$ cat src/hdl/vsm_pkg.sv
// ----------------------------------------------------------------------------
// vsm_pkg
// Shared widths, constants and the 2^(-k/16) table for the softmax block.
// ----------------------------------------------------------------------------
package vsm_pkg;

    localparam int DATA_W = 16;   // logit and probability width
    localparam int EXP_W  = 17;   // exp value, 1.0 = 65536
    localparam int SUM_W  = 23;   // sum of exp values
    localparam int U_W    = 33;   // d * log2(e), 24 fraction bits
    localparam int PROD_W = 29;   // (hi - lo) * r

    localparam logic [16:0] LOG2E_Q16 = 17'd94548;

    typedef logic [EXP_W-1:0] t_exp;

    // 2^(-k/16) in Q16, rounded
    function automatic t_exp pow2_neg(input logic [4:0] k);
        t_exp v;
        unique case (k)
            5'd0:    v = 17'd65536;
            5'd1:    v = 17'd62757;
            5'd2:    v = 17'd60097;
            5'd3:    v = 17'd57549;
            5'd4:    v = 17'd55109;
            5'd5:    v = 17'd52773;
            5'd6:    v = 17'd50535;
            5'd7:    v = 17'd48393;
            5'd8:    v = 17'd46341;
            5'd9:    v = 17'd44376;
            5'd10:   v = 17'd42495;
            5'd11:   v = 17'd40693;
            5'd12:   v = 17'd38968;
            5'd13:   v = 17'd37316;
            5'd14:   v = 17'd35734;
            5'd15:   v = 17'd34219;
            5'd16:   v = 17'd32768;
            default: v = 17'd0;
        endcase
        return v;
    endfunction

endpackage

$ cat src/hdl/vsm_exp.sv
// ----------------------------------------------------------------------------
// vsm_exp
// Three-stage pipeline for exp(x - max) in Q16 via 2^-(d*log2e) with a
// 16-segment interpolated table.
// ----------------------------------------------------------------------------
module vsm_exp (
    input  logic                             i_clk,
    input  logic                             i_rst_n,
    input  logic                             i_valid,
    input  logic signed [vsm_pkg::DATA_W-1:0] i_x,
    input  logic signed [vsm_pkg::DATA_W-1:0] i_max,
    output logic                             o_valid,
    output vsm_pkg::t_exp                    o_e
);

    logic [2:0]                     r_vld;
    logic [vsm_pkg::U_W-1:0]        r_u;
    vsm_pkg::t_exp                  r_hi;
    logic [vsm_pkg::PROD_W-1:0]     r_prod;
    logic                           r_big;
    logic [4:0]                     r_sh;
    vsm_pkg::t_exp                  r_e;

    logic signed [vsm_pkg::DATA_W:0] diff;
    logic [vsm_pkg::DATA_W-1:0]      d;
    logic [8:0]                      n_int;
    logic [4:0]                      k;
    logic [11:0]                     frac;
    vsm_pkg::t_exp                   hi;
    vsm_pkg::t_exp                   lo;
    vsm_pkg::t_exp                   t;

    always_comb begin
        diff  = {i_max[vsm_pkg::DATA_W-1], i_max} - {i_x[vsm_pkg::DATA_W-1], i_x};
        d     = diff[vsm_pkg::DATA_W] ? '0 : diff[vsm_pkg::DATA_W-1:0];
        n_int = r_u[32:24];
        k     = {1'b0, r_u[23:20]};
        frac  = r_u[19:8];
        hi    = vsm_pkg::pow2_neg(k);
        lo    = vsm_pkg::pow2_neg(k + 5'd1);
        t     = r_hi - r_prod[28:12];
    end

    always_ff @(posedge i_clk) begin
        if (!i_rst_n) begin
            r_vld <= '0;
        end else begin
            r_vld <= {r_vld[1:0], i_valid};
        end
    end

    always_ff @(posedge i_clk) begin
        // stage 1: scale by log2(e)
        r_u    <= vsm_pkg::U_W'(d) * vsm_pkg::U_W'(vsm_pkg::LOG2E_Q16);
        // stage 2: table lookup and slope product
        r_hi   <= hi;
        r_prod <= vsm_pkg::PROD_W'(hi - lo) * vsm_pkg::PROD_W'(frac);
        r_big  <= (n_int >= 9'd17);
        r_sh   <= n_int[4:0];
        // stage 3: interpolate and apply the integer exponent
        r_e    <= r_big ? '0 : (t >> r_sh);
    end

    assign o_valid = r_vld[2];
    assign o_e     = r_e;

endmodule

$ cat src/hdl/vector_softmax.sv
// Sequence: after the item carrying tlast, every stored element is read and
//   passed through exp to form the sum; then results are made one by one.
// Throughput: one input item per cycle while collecting; each result takes a
//   memory read, exp and the 17-step restoring divider before the next starts.
// Reset: synchronous, active low; clears count, max, sum and control. The
//   element memory is not cleared.
// ----------------------------------------------------------------------------
// vector_softmax
// Max-subtracted softmax over a stream of Q8.8 logits, emitting Q0.16
// probabilities in input order once the last element arrives.
// ----------------------------------------------------------------------------
module vector_softmax #(
    parameter int MAX_DIM = 64
) (
    input  logic        i_clk,
    input  logic        i_rst_n,
    input  logic        s_axis_tvalid,
    output logic        s_axis_tready,
    input  logic [15:0] s_axis_tdata,   // [15:0] value
    input  logic        s_axis_tlast,   // is_last_element
    output logic        m_axis_tvalid,
    input  logic        m_axis_tready,
    output logic [15:0] m_axis_tdata,   // [15:0] probability
    output logic        m_axis_tlast    // ends_vector
);

    localparam int AW = (MAX_DIM > 1) ? $clog2(MAX_DIM) : 1;
    localparam int CW = $clog2(MAX_DIM + 1);

    localparam logic [2:0] ST_COLLECT = 3'd0;
    localparam logic [2:0] ST_SUM     = 3'd1;
    localparam logic [2:0] ST_RD      = 3'd2;
    localparam logic [2:0] ST_WAIT    = 3'd3;
    localparam logic [2:0] ST_DIV     = 3'd4;
    localparam logic [2:0] ST_OUT     = 3'd5;

    localparam logic signed [15:0] MAX_RESET = 16'sh8000;

    logic [15:0] mem [MAX_DIM];

    logic [2:0]                      r_state, n_state;
    logic [CW-1:0]                   r_count, n_count;
    logic signed [15:0]              r_max, n_max;
    logic [vsm_pkg::SUM_W-1:0]       r_sum, n_sum;
    logic [CW-1:0]                   r_idx, n_idx;
    logic [CW-1:0]                   r_got, n_got;
    logic [vsm_pkg::SUM_W-1:0]       r_rem, n_rem;
    logic [16:0]                     r_quo, n_quo;
    logic                            r_ebit, n_ebit;
    logic [4:0]                      r_dcnt, n_dcnt;
    logic                            r_out_vld, n_out_vld;
    logic [15:0]                     r_out_data, n_out_data;
    logic                            r_out_last, n_out_last;
    logic                            r_rd_vld;
    logic [15:0]                     r_rd_data;

    logic                            in_acc;
    logic                            room;
    logic                            rd_en;
    logic                            exp_vld;
    vsm_pkg::t_exp                   exp_e;
    logic [vsm_pkg::SUM_W:0]         shifted;
    logic [vsm_pkg::SUM_W:0]         trial;
    logic                            out_free;

    assign s_axis_tready = (r_state == ST_COLLECT);
    assign in_acc        = s_axis_tvalid && s_axis_tready;
    assign room          = (r_count < CW'(MAX_DIM));
    assign rd_en         = ((r_state == ST_SUM) && (r_idx != r_count)) || (r_state == ST_RD);
    assign out_free      = !r_out_vld || m_axis_tready;

    // element memory: one write port, one registered read port
    always_ff @(posedge i_clk) begin
        if (in_acc && room) begin
            mem[r_count[AW-1:0]] <= s_axis_tdata;
        end
        if (rd_en) begin
            r_rd_data <= mem[r_idx[AW-1:0]];
        end
    end

    vsm_exp u_exp (
        .i_clk   (i_clk),
        .i_rst_n (i_rst_n),
        .i_valid (r_rd_vld),
        .i_x     (signed'(r_rd_data)),
        .i_max   (r_max),
        .o_valid (exp_vld),
        .o_e     (exp_e)
    );

    always_comb begin
        shifted = {r_rem, ((r_dcnt == 5'd0) ? r_ebit : 1'b0)};
        trial   = shifted - {1'b0, r_sum};
    end

    always_comb begin
        n_state    = r_state;
        n_count    = r_count;
        n_max      = r_max;
        n_sum      = r_sum;
        n_idx      = r_idx;
        n_got      = r_got;
        n_rem      = r_rem;
        n_quo      = r_quo;
        n_ebit     = r_ebit;
        n_dcnt     = r_dcnt;
        n_out_vld  = r_out_vld;
        n_out_data = r_out_data;
        n_out_last = r_out_last;

        if (r_out_vld && m_axis_tready) begin
            n_out_vld = 1'b0;
        end

        unique case (r_state)
            ST_COLLECT: begin
                if (in_acc) begin
                    if (room) begin
                        n_count = r_count + CW'(1);
                        if (signed'(s_axis_tdata) > r_max) begin
                            n_max = signed'(s_axis_tdata);
                        end
                    end
                    if (s_axis_tlast) begin
                        n_state = ST_SUM;
                        n_idx   = '0;
                        n_got   = '0;
                    end
                end
            end
            ST_SUM: begin
                if (rd_en) begin
                    n_idx = r_idx + CW'(1);
                end
                if (exp_vld) begin
                    n_sum = r_sum + vsm_pkg::SUM_W'(exp_e);
                    n_got = r_got + CW'(1);
                    if (n_got == r_count) begin
                        n_state = ST_RD;
                        n_idx   = '0;
                    end
                end
            end
            ST_RD: begin
                n_idx   = r_idx + CW'(1);
                n_state = ST_WAIT;
            end
            ST_WAIT: begin
                // dividend is e << 16; preload its top bits
                if (exp_vld) begin
                    n_rem   = vsm_pkg::SUM_W'(exp_e[16:1]);
                    n_ebit  = exp_e[0];
                    n_quo   = '0;
                    n_dcnt  = '0;
                    n_state = ST_DIV;
                end
            end
            ST_DIV: begin
                if (!trial[vsm_pkg::SUM_W]) begin
                    n_rem = trial[vsm_pkg::SUM_W-1:0];
                    n_quo = {r_quo[15:0], 1'b1};
                end else begin
                    n_rem = shifted[vsm_pkg::SUM_W-1:0];
                    n_quo = {r_quo[15:0], 1'b0};
                end
                n_dcnt = r_dcnt + 5'd1;
                if (r_dcnt == 5'd16) begin
                    n_state = ST_OUT;
                end
            end
            ST_OUT: begin
                if (out_free) begin
                    n_out_vld  = 1'b1;
                    n_out_data = r_quo[16] ? 16'hFFFF : r_quo[15:0];
                    n_out_last = (r_idx == r_count);
                    if (r_idx == r_count) begin
                        n_state = ST_COLLECT;
                        n_count = '0;
                        n_max   = MAX_RESET;
                        n_sum   = '0;
                    end else begin
                        n_state = ST_RD;
                    end
                end
            end
            default: begin
                n_state = ST_COLLECT;
            end
        endcase
    end

    always_ff @(posedge i_clk) begin
        if (!i_rst_n) begin
            r_state   <= ST_COLLECT;
            r_count   <= '0;
            r_max     <= MAX_RESET;
            r_sum     <= '0;
            r_idx     <= '0;
            r_got     <= '0;
            r_out_vld <= 1'b0;
            r_rd_vld  <= 1'b0;
        end else begin
            r_state   <= n_state;
            r_count   <= n_count;
            r_max     <= n_max;
            r_sum     <= n_sum;
            r_idx     <= n_idx;
            r_got     <= n_got;
            r_out_vld <= n_out_vld;
            r_rd_vld  <= rd_en;
        end
    end

    always_ff @(posedge i_clk) begin
        r_rem      <= n_rem;
        r_quo      <= n_quo;
        r_ebit     <= n_ebit;
        r_dcnt     <= n_dcnt;
        r_out_data <= n_out_data;
        r_out_last <= n_out_last;
    end

    assign m_axis_tvalid = r_out_vld;
    assign m_axis_tdata  = r_out_data;
    assign m_axis_tlast  = r_out_last;

endmodule

$ cat config.mk
export PLATFORM = sky130hd
export DESIGN_NAME = vector_softmax
export DESIGN_NICKNAME = d
export VERILOG_FILES = /design/src/hdl/vsm_pkg.sv /design/src/hdl/vsm_exp.sv /design/src/hdl/vector_softmax.sv
export SDC_FILE = /design/constraint.sdc
export NUM_CORES = 2
export LEC_CHECK = 0
export ABC_AREA = 1
export BUFFER_PORTS_ARGS = -buffer_cell sky130_fd_sc_hd__buf_2
export CAP_MARGIN = 30
export CORE_ASPECT_RATIO = 1.25
export CORE_MARGIN = 2
export CORE_UTILIZATION = 25
export CTS_CLUSTER_SIZE = 30
export DETAILED_ROUTE_END_ITERATION = 16
export GPL_ROUTABILITY_DRIVEN = 1
export PLACE_DENSITY = 0.39
export SETUP_SLACK_MARGIN = 0.1
export SYNTH_ARGS = -nofsm -noshare
export SYNTH_HDL_FRONTEND = slang
export SYNTH_HIERARCHICAL = 1
export SYNTH_SLANG_ARGS = --single-unit
$ cat constraint.sdc
create_clock -name i_clk -period 22.1 [get_ports i_clk]
set_clock_uncertainty 0.1 [all_clocks]
set_input_delay 3.315 -clock i_clk [delete_from_list [all_inputs] [get_ports i_clk]]
set_output_delay 3.315 -clock i_clk [all_outputs]
set_load 0.02 [all_outputs]
### Yosys cells after proc, flatten, opt, wreduce, memory -nomap -nowiden

Memories as Yosys holds them, arrays and structs flattened. A register that Yosys moved wholly into a read port is not among the register bits.
Cells that the tools add are included.

* logic and storage cells: 129
* output and inout bits: 19
* memory bits (read-only): 816
* memory bits (writable): 1024
* memories kept: 3
* flip-flop bits (word level): 231

* shift-type cells: 1
* multipliers: 2
* reduce and logical (&&, ||, !) cells: 23
* add/sub/neg operators: 10
* eq/ne operators: 19
* magnitude comparators: 3
* muxes and demuxes: 47

Memory list
* mem: depth 64, bits a word 16, read ports 1, clocked after memory_dff 1, write ports 1, RTL line vector_softmax.sv:39 `logic [15:0] mem [MAX_DIM];`
* (name not given): depth 32, bits a word 17, read ports 1, clocked after memory_dff 0, write ports 0, RTL line vsm_pkg.sv:20 `unique case (k)`
* (name not given): depth 16, bits a word 17, read ports 1, clocked after memory_dff 1, write ports 0, RTL line vsm_pkg.sv:20

Operators with widths (count)
* $mux W23: 5
* $mux W16: 6
* $pmux W23 S2: 2
* $mux W7: 10
* $pmux W17 S2: 1
* $pmux W16 S2: 1
* $mul A16 B15 Y31 const B: 1
* $mul A29 B12 Y29: 1
* $pmux W7 S2: 2
* $sub A24 B23 Y24: 1
* $add A23 B17 Y23: 1
* $add A7 B1 Y7 const B: 3
* $mux W3: 7
* $pmux W7 S3: 1
* $pmux W3 S6: 1
* $sub A17 B17 Y18: 1
* $mux W17: 1
* $shr A17 B5 Y17: 1
* $sub A16 B16 Y17: 1
* $sub A17 B17 Y17: 1
* $gt A16 B16 Y1: 1
* $eq A7 B7 Y1: 2
* $ne A2 B1 Y1 const B: 7
* $pmux W5 S2: 1
* 26 further kinds: 46

### Longest topological paths before layout

* depth after elaboration: 7
* gate-level depth with buffers: 44
* depth with buffers taken out: 42

### Modules after synthesis

Netlist, hierarchy kept.

By module, submodules not included
* vector_softmax: cells an instance 4351, seq. area each 34423.0 um^2, instances 1, area an instance 49796.5 um^2
* vsm_exp: cells an instance 2439, seq. area each 2042.0 um^2, instances 1, area an instance 18443.9 um^2

### Worst setup path before layout

Ideal clock, no wire load.

* kind: register -> register
* start point: register u_exp/r_u[20] (netlist bit)
* end point: register u_exp/r_prod[24] (netlist bit)
* setup slack: 14747 ps
* data arrival time: 7141 ps
* stages on the path, launching flop included: 39
* setup time: 112 ps
* cells stage by stage: dfxtp_1 -> ha_1 -> ha_1 -> clkbuf_1 -> nand2_1 -> inv_1 -> a21oi_1 -> o21ai_0 -> nor2_1 -> ha_1 -> fa_1 -> inv_1 -> nand2_1 -> o21ai_1 -> nand3_1 -> nand2_1 -> nand2_1 -> nand2_1 -> [3 not listed] -> nand2_1 -> or2_2 -> buf_2 -> nand3_1 -> fa_1 -> inv_1 -> fa_1 -> fa_1 -> fa_1 -> inv_1 -> fa_1 -> inv_1 -> ha_1 -> a21oi_1 -> o21ai_0 -> a221oi_1 -> a21o_1 -> nand2_1

* word-level cells in the longest chain between the ends: 4

Ends and longest elaborated chain
* start: declaration: RTL line vsm_exp.sv:17 `logic [vsm_pkg::U_W-1:0] r_u;`
* start signal: assignment: RTL line vsm_exp.sv:54 `r_u <= vsm_pkg::U_W'(d) * vsm_pkg::U_W'(vsm_pkg::LOG2E_Q16);`
* $add A4 B1 Y5: RTL line vsm_exp.sv:40 `lo = vsm_pkg::pow2_neg(k + 5'd1);`
* $mem_v2 Z32 W17
* $sub A17 B17 Y18: RTL line vsm_exp.sv:57 `r_prod <= vsm_pkg::PROD_W'(hi - lo) * vsm_pkg::PROD_W'(frac);`
* $mul A29 B12 Y29: RTL line vsm_exp.sv:57
* end signal: assignment: RTL line vsm_exp.sv:57
* end: declaration: RTL line vsm_exp.sv:19 `logic [vsm_pkg::PROD_W-1:0] r_prod;`

No other way between the ends.
A chain may end at the register's enable or synchronous reset.

### Final worst setup path

* start point: register u_exp/r_u[20] (netlist bit)
* end point: register u_exp/r_prod[20] (netlist bit)

The elaborated chain is that of the path after synthesis.

==> metrics.md <==
| Metric | Value |
|---|---|
| Via count | 48850 |
| Placement Cell Area | 72940 um2 |
| Register area share after synthesis | 53.44% |
| Fraction of layout cells with a size suffix above 1 | 7.551% |
| Max-cap violations | 0 |
| Drt wl/cell | 21.31 um |
| Synth top area cells | edfxtp_1 (49%), fa_1 (7.8%), nand2_1 (5.8%) |
| Io pins | 40 |
| Clock buffer count from CTS | 150 |
| Worst skew pair latency | 0.83 ns |
| Final Hold Vio Count | 0 |
| CP max FO | 13 |
| # DRC | 0 |
| Pin count of the biggest net entering global routing | 151 |
| TritonCTS sink count | 1270 |
| Number of vias per cell | 4.644 |
| Crit path max-delay family | adder cells |
| DRT iter0 DRCs | 3607 |
| CTS resizes | 0 |
| Post-synth EDFFs | 1103 |
| Synth unique cells | 66 |
| Die Height | 588.1 um |
| Fin nets | 7419 |
| Synth warn | 6 |
| Total global routing overflow | 0 |
| Design area | 77710 um2 |
| Total Wirelength | 224100 um |
| Asr flop ratio synth | 0% |
| Final Core Density | 28.59% |
| FP Rows | 214 |
| CP endpoint kind | register |
| Critical Path RT | 22.67 ns |
| Fmax | 0.1156 GHz |
| FF/Latch Area | 36480 um2 |
| Die W | 471.3 um |
| Startpoint class of the critical path | register |
| Crit path buf inv count | 7 |
| Placeable core area | 271800 um2 |
| Clock-pin slew on the worst setup and hold paths | 0.06 ns |
| Period utilization | 39.15% |
| Multi-input logic area | 27730 um2 |
| Die footprint | 277200 um2 |
| Syn_nets | 7377 |
| Syn Area/Cell | 10.05 um2 |
| CP peak stage delay | 0.55 ns |
| Commonest non-fill, non-tap cell in the layout | edfxtp_1 |
| Top-area cell type share of the netlist area | 48.54% |
| Slew Viols, Final | 0 |
| Initial antenna violation count | 16 |
| Worst slew pin tran | 1.015 ns |
| Main flop type after synthesis | edfxtp_1 |
| Final setup fails | 0 |
| Normalized max-slew margin | 31.90% |
| TritonRoute pass-1 iters | 6 |
| Most frequent cells in the layout | edfxtp_1 (1103), nand2_1 (1046), nor2_1 (907), inv_1 (723), o21ai_0 (706) |
| Most frequent CP cell | nand2_1 |
| Post-Syn Area | 68240 um2 |
| Post-CTS Setup Inserts | 0 |
| Htree depth | 4 |
| All-Layer GR Usage | 15.91% |
| Clock buffer depth | 3 |
| Syn Inst Count | 6790 |
| IO Port Bufs | 39 |
| Hold WC Path Type | register to register |
| WP data arrival | 9.22 ns |
| CP max-delay cell | ha_1 |
| Crit Path Class | register to register |
| GPL Wtd Cong | 0.8091 |
| Yosys reg bits | 1270 |
| HPWL after DPL | 147900 um |
| Setup TNS Final | 0 ns |
| Vias in the first global route | 49660 |
| Antenna violation net count after detailed routing | 0 |
| Status | finished, final reports clean |
| Clock root cell | clkbuf_16 |
| Hold slack final | 0.2545 ns |
| CTS tree | yes |
| Fill cells | 28410 |
| Initial Util | 25.11% |
| Hold-fix buffers at CTS | 0 |
| First-pass GRT wire length | 330100 um |
| RSZ-0062 raised after global routing | no |
| Period minus WS final | 8.652 ns |
| Cell taking the most area after synthesis | edfxtp_1 |
| Synthesis-to-finish area growth | 13.88% |
[metrics by stage]
step | worst slack (ns) | instances
after floorplan | 14.75 | 6790
after global routing | 12.75 | 10520
after detailed placement | 13.49 | 10240
final | 13.45 | 10520
after CTS | 13.47 | 10520
after global placement | 13.47 | 10230
[kinds of logic after synthesis]
group           share of synthesized area, %
mux                                  0.01467
fa+ha+maj                              13.29
buf+inv                                6.016
flops                                  53.44
compound gates                         11.18
simple gates                           14.80
xor+xnor                               1.265
[per-layer routing]
metal  global-route usage (%)  wire (um)  vias to the layer above
met5                        0          0                        -
met1                    19.86      96730                    24450
li1                         -          -                    23240
met2                    28.89     114700                      909
met3                    1.774       7318                      255
met4                    4.249       5410                        0
[cell usage after synthesis (10+ instances only)]
cell type  count
edfxtp_1    1103
nand2_1     1046
nor2_1       928
inv_1        724
o21ai_0      707
ha_1         301
nand3_1      268
fa_1         265
o22ai_1      253
a21oi_1      248
clkbuf_1     193
dfxtp_1      167
buf_2         65
xor2_1        57
o211ai_1      51
o21ai_1       50
xnor2_1       36
nand2_2       34
nor3_1        34
nand4_1       24
o21bai_1      23
buf_1         14
or2_2         14
a21o_1        13
clkinv_1      12
buf_4         11
nand3b_1      11
nor3b_1       10
[flip-flops by register name, summed over array words and instances (netlist names), 3 cells and up]
signal / cells
r_sum: 23
r_rd_data: 16
r_state: 3
u_exp/r_sh: 5
u_exp/r_hi: 17
r_max: 16
r_quo: 17
u_exp/r_prod: 17
u_exp/r_vld: 3
r_got: 7
r_count: 7
u_exp/o_e: 17
u_exp/r_u: 25
u_exp/hi: 17
r_rem: 23
r_idx: 7
r_dcnt: 5
m_axis_tdata: 16
mem: 1024
[worst register-to-register path, delay by kind of cell (launching register included)]
| kind | cells | cell delay, ns |
|---|---|---|
| adder cells (fa/ha/maj) | 9 | 3.98 |
| AND/OR/NAND/NOR | 15 | 2.15 |
| buffers and inverters | 7 | 1.00 |
| AO/OA/AOI/OAI | 5 | 0.73 |
| flip-flops | 1 | 0.40 |
| XOR/XNOR | 1 | 0.22 |
[final cells by class]
class,instances,area share (%)
flip-flops and latches,1270,46.94
multi-input cells,4481,35.69
well taps,3564,5.738
clock buffers,194,5.081
inverters,746,3.631
repair buffers,183,1.868
clock inverters,79,1.043
diodes,3,0.009660
[path summary, 6_finish.rpt]
kind / start / end / slack (ns) / cells past startpoint
worst max-delay path: u_exp/r_u[20]$_DFF_P_ / u_exp/r_prod[20]$_DFF_P_ / 13.45 / 37
worst min-delay path: u_exp/hi[0]$_DFF_P_ / u_exp/r_hi[0]$_DFF_P_ / 0.25 / 0
worst max register to register: u_exp/r_u[20]$_DFF_P_ / u_exp/r_prod[20]$_DFF_P_ / 13.45 / 37
worst min register to register: u_exp/hi[0]$_DFF_P_ / u_exp/r_hi[0]$_DFF_P_ / 0.25 / 0
Power is not shown: default switching activity piles up to over one toggle a cycle in this logic, so the estimate is an artifact.
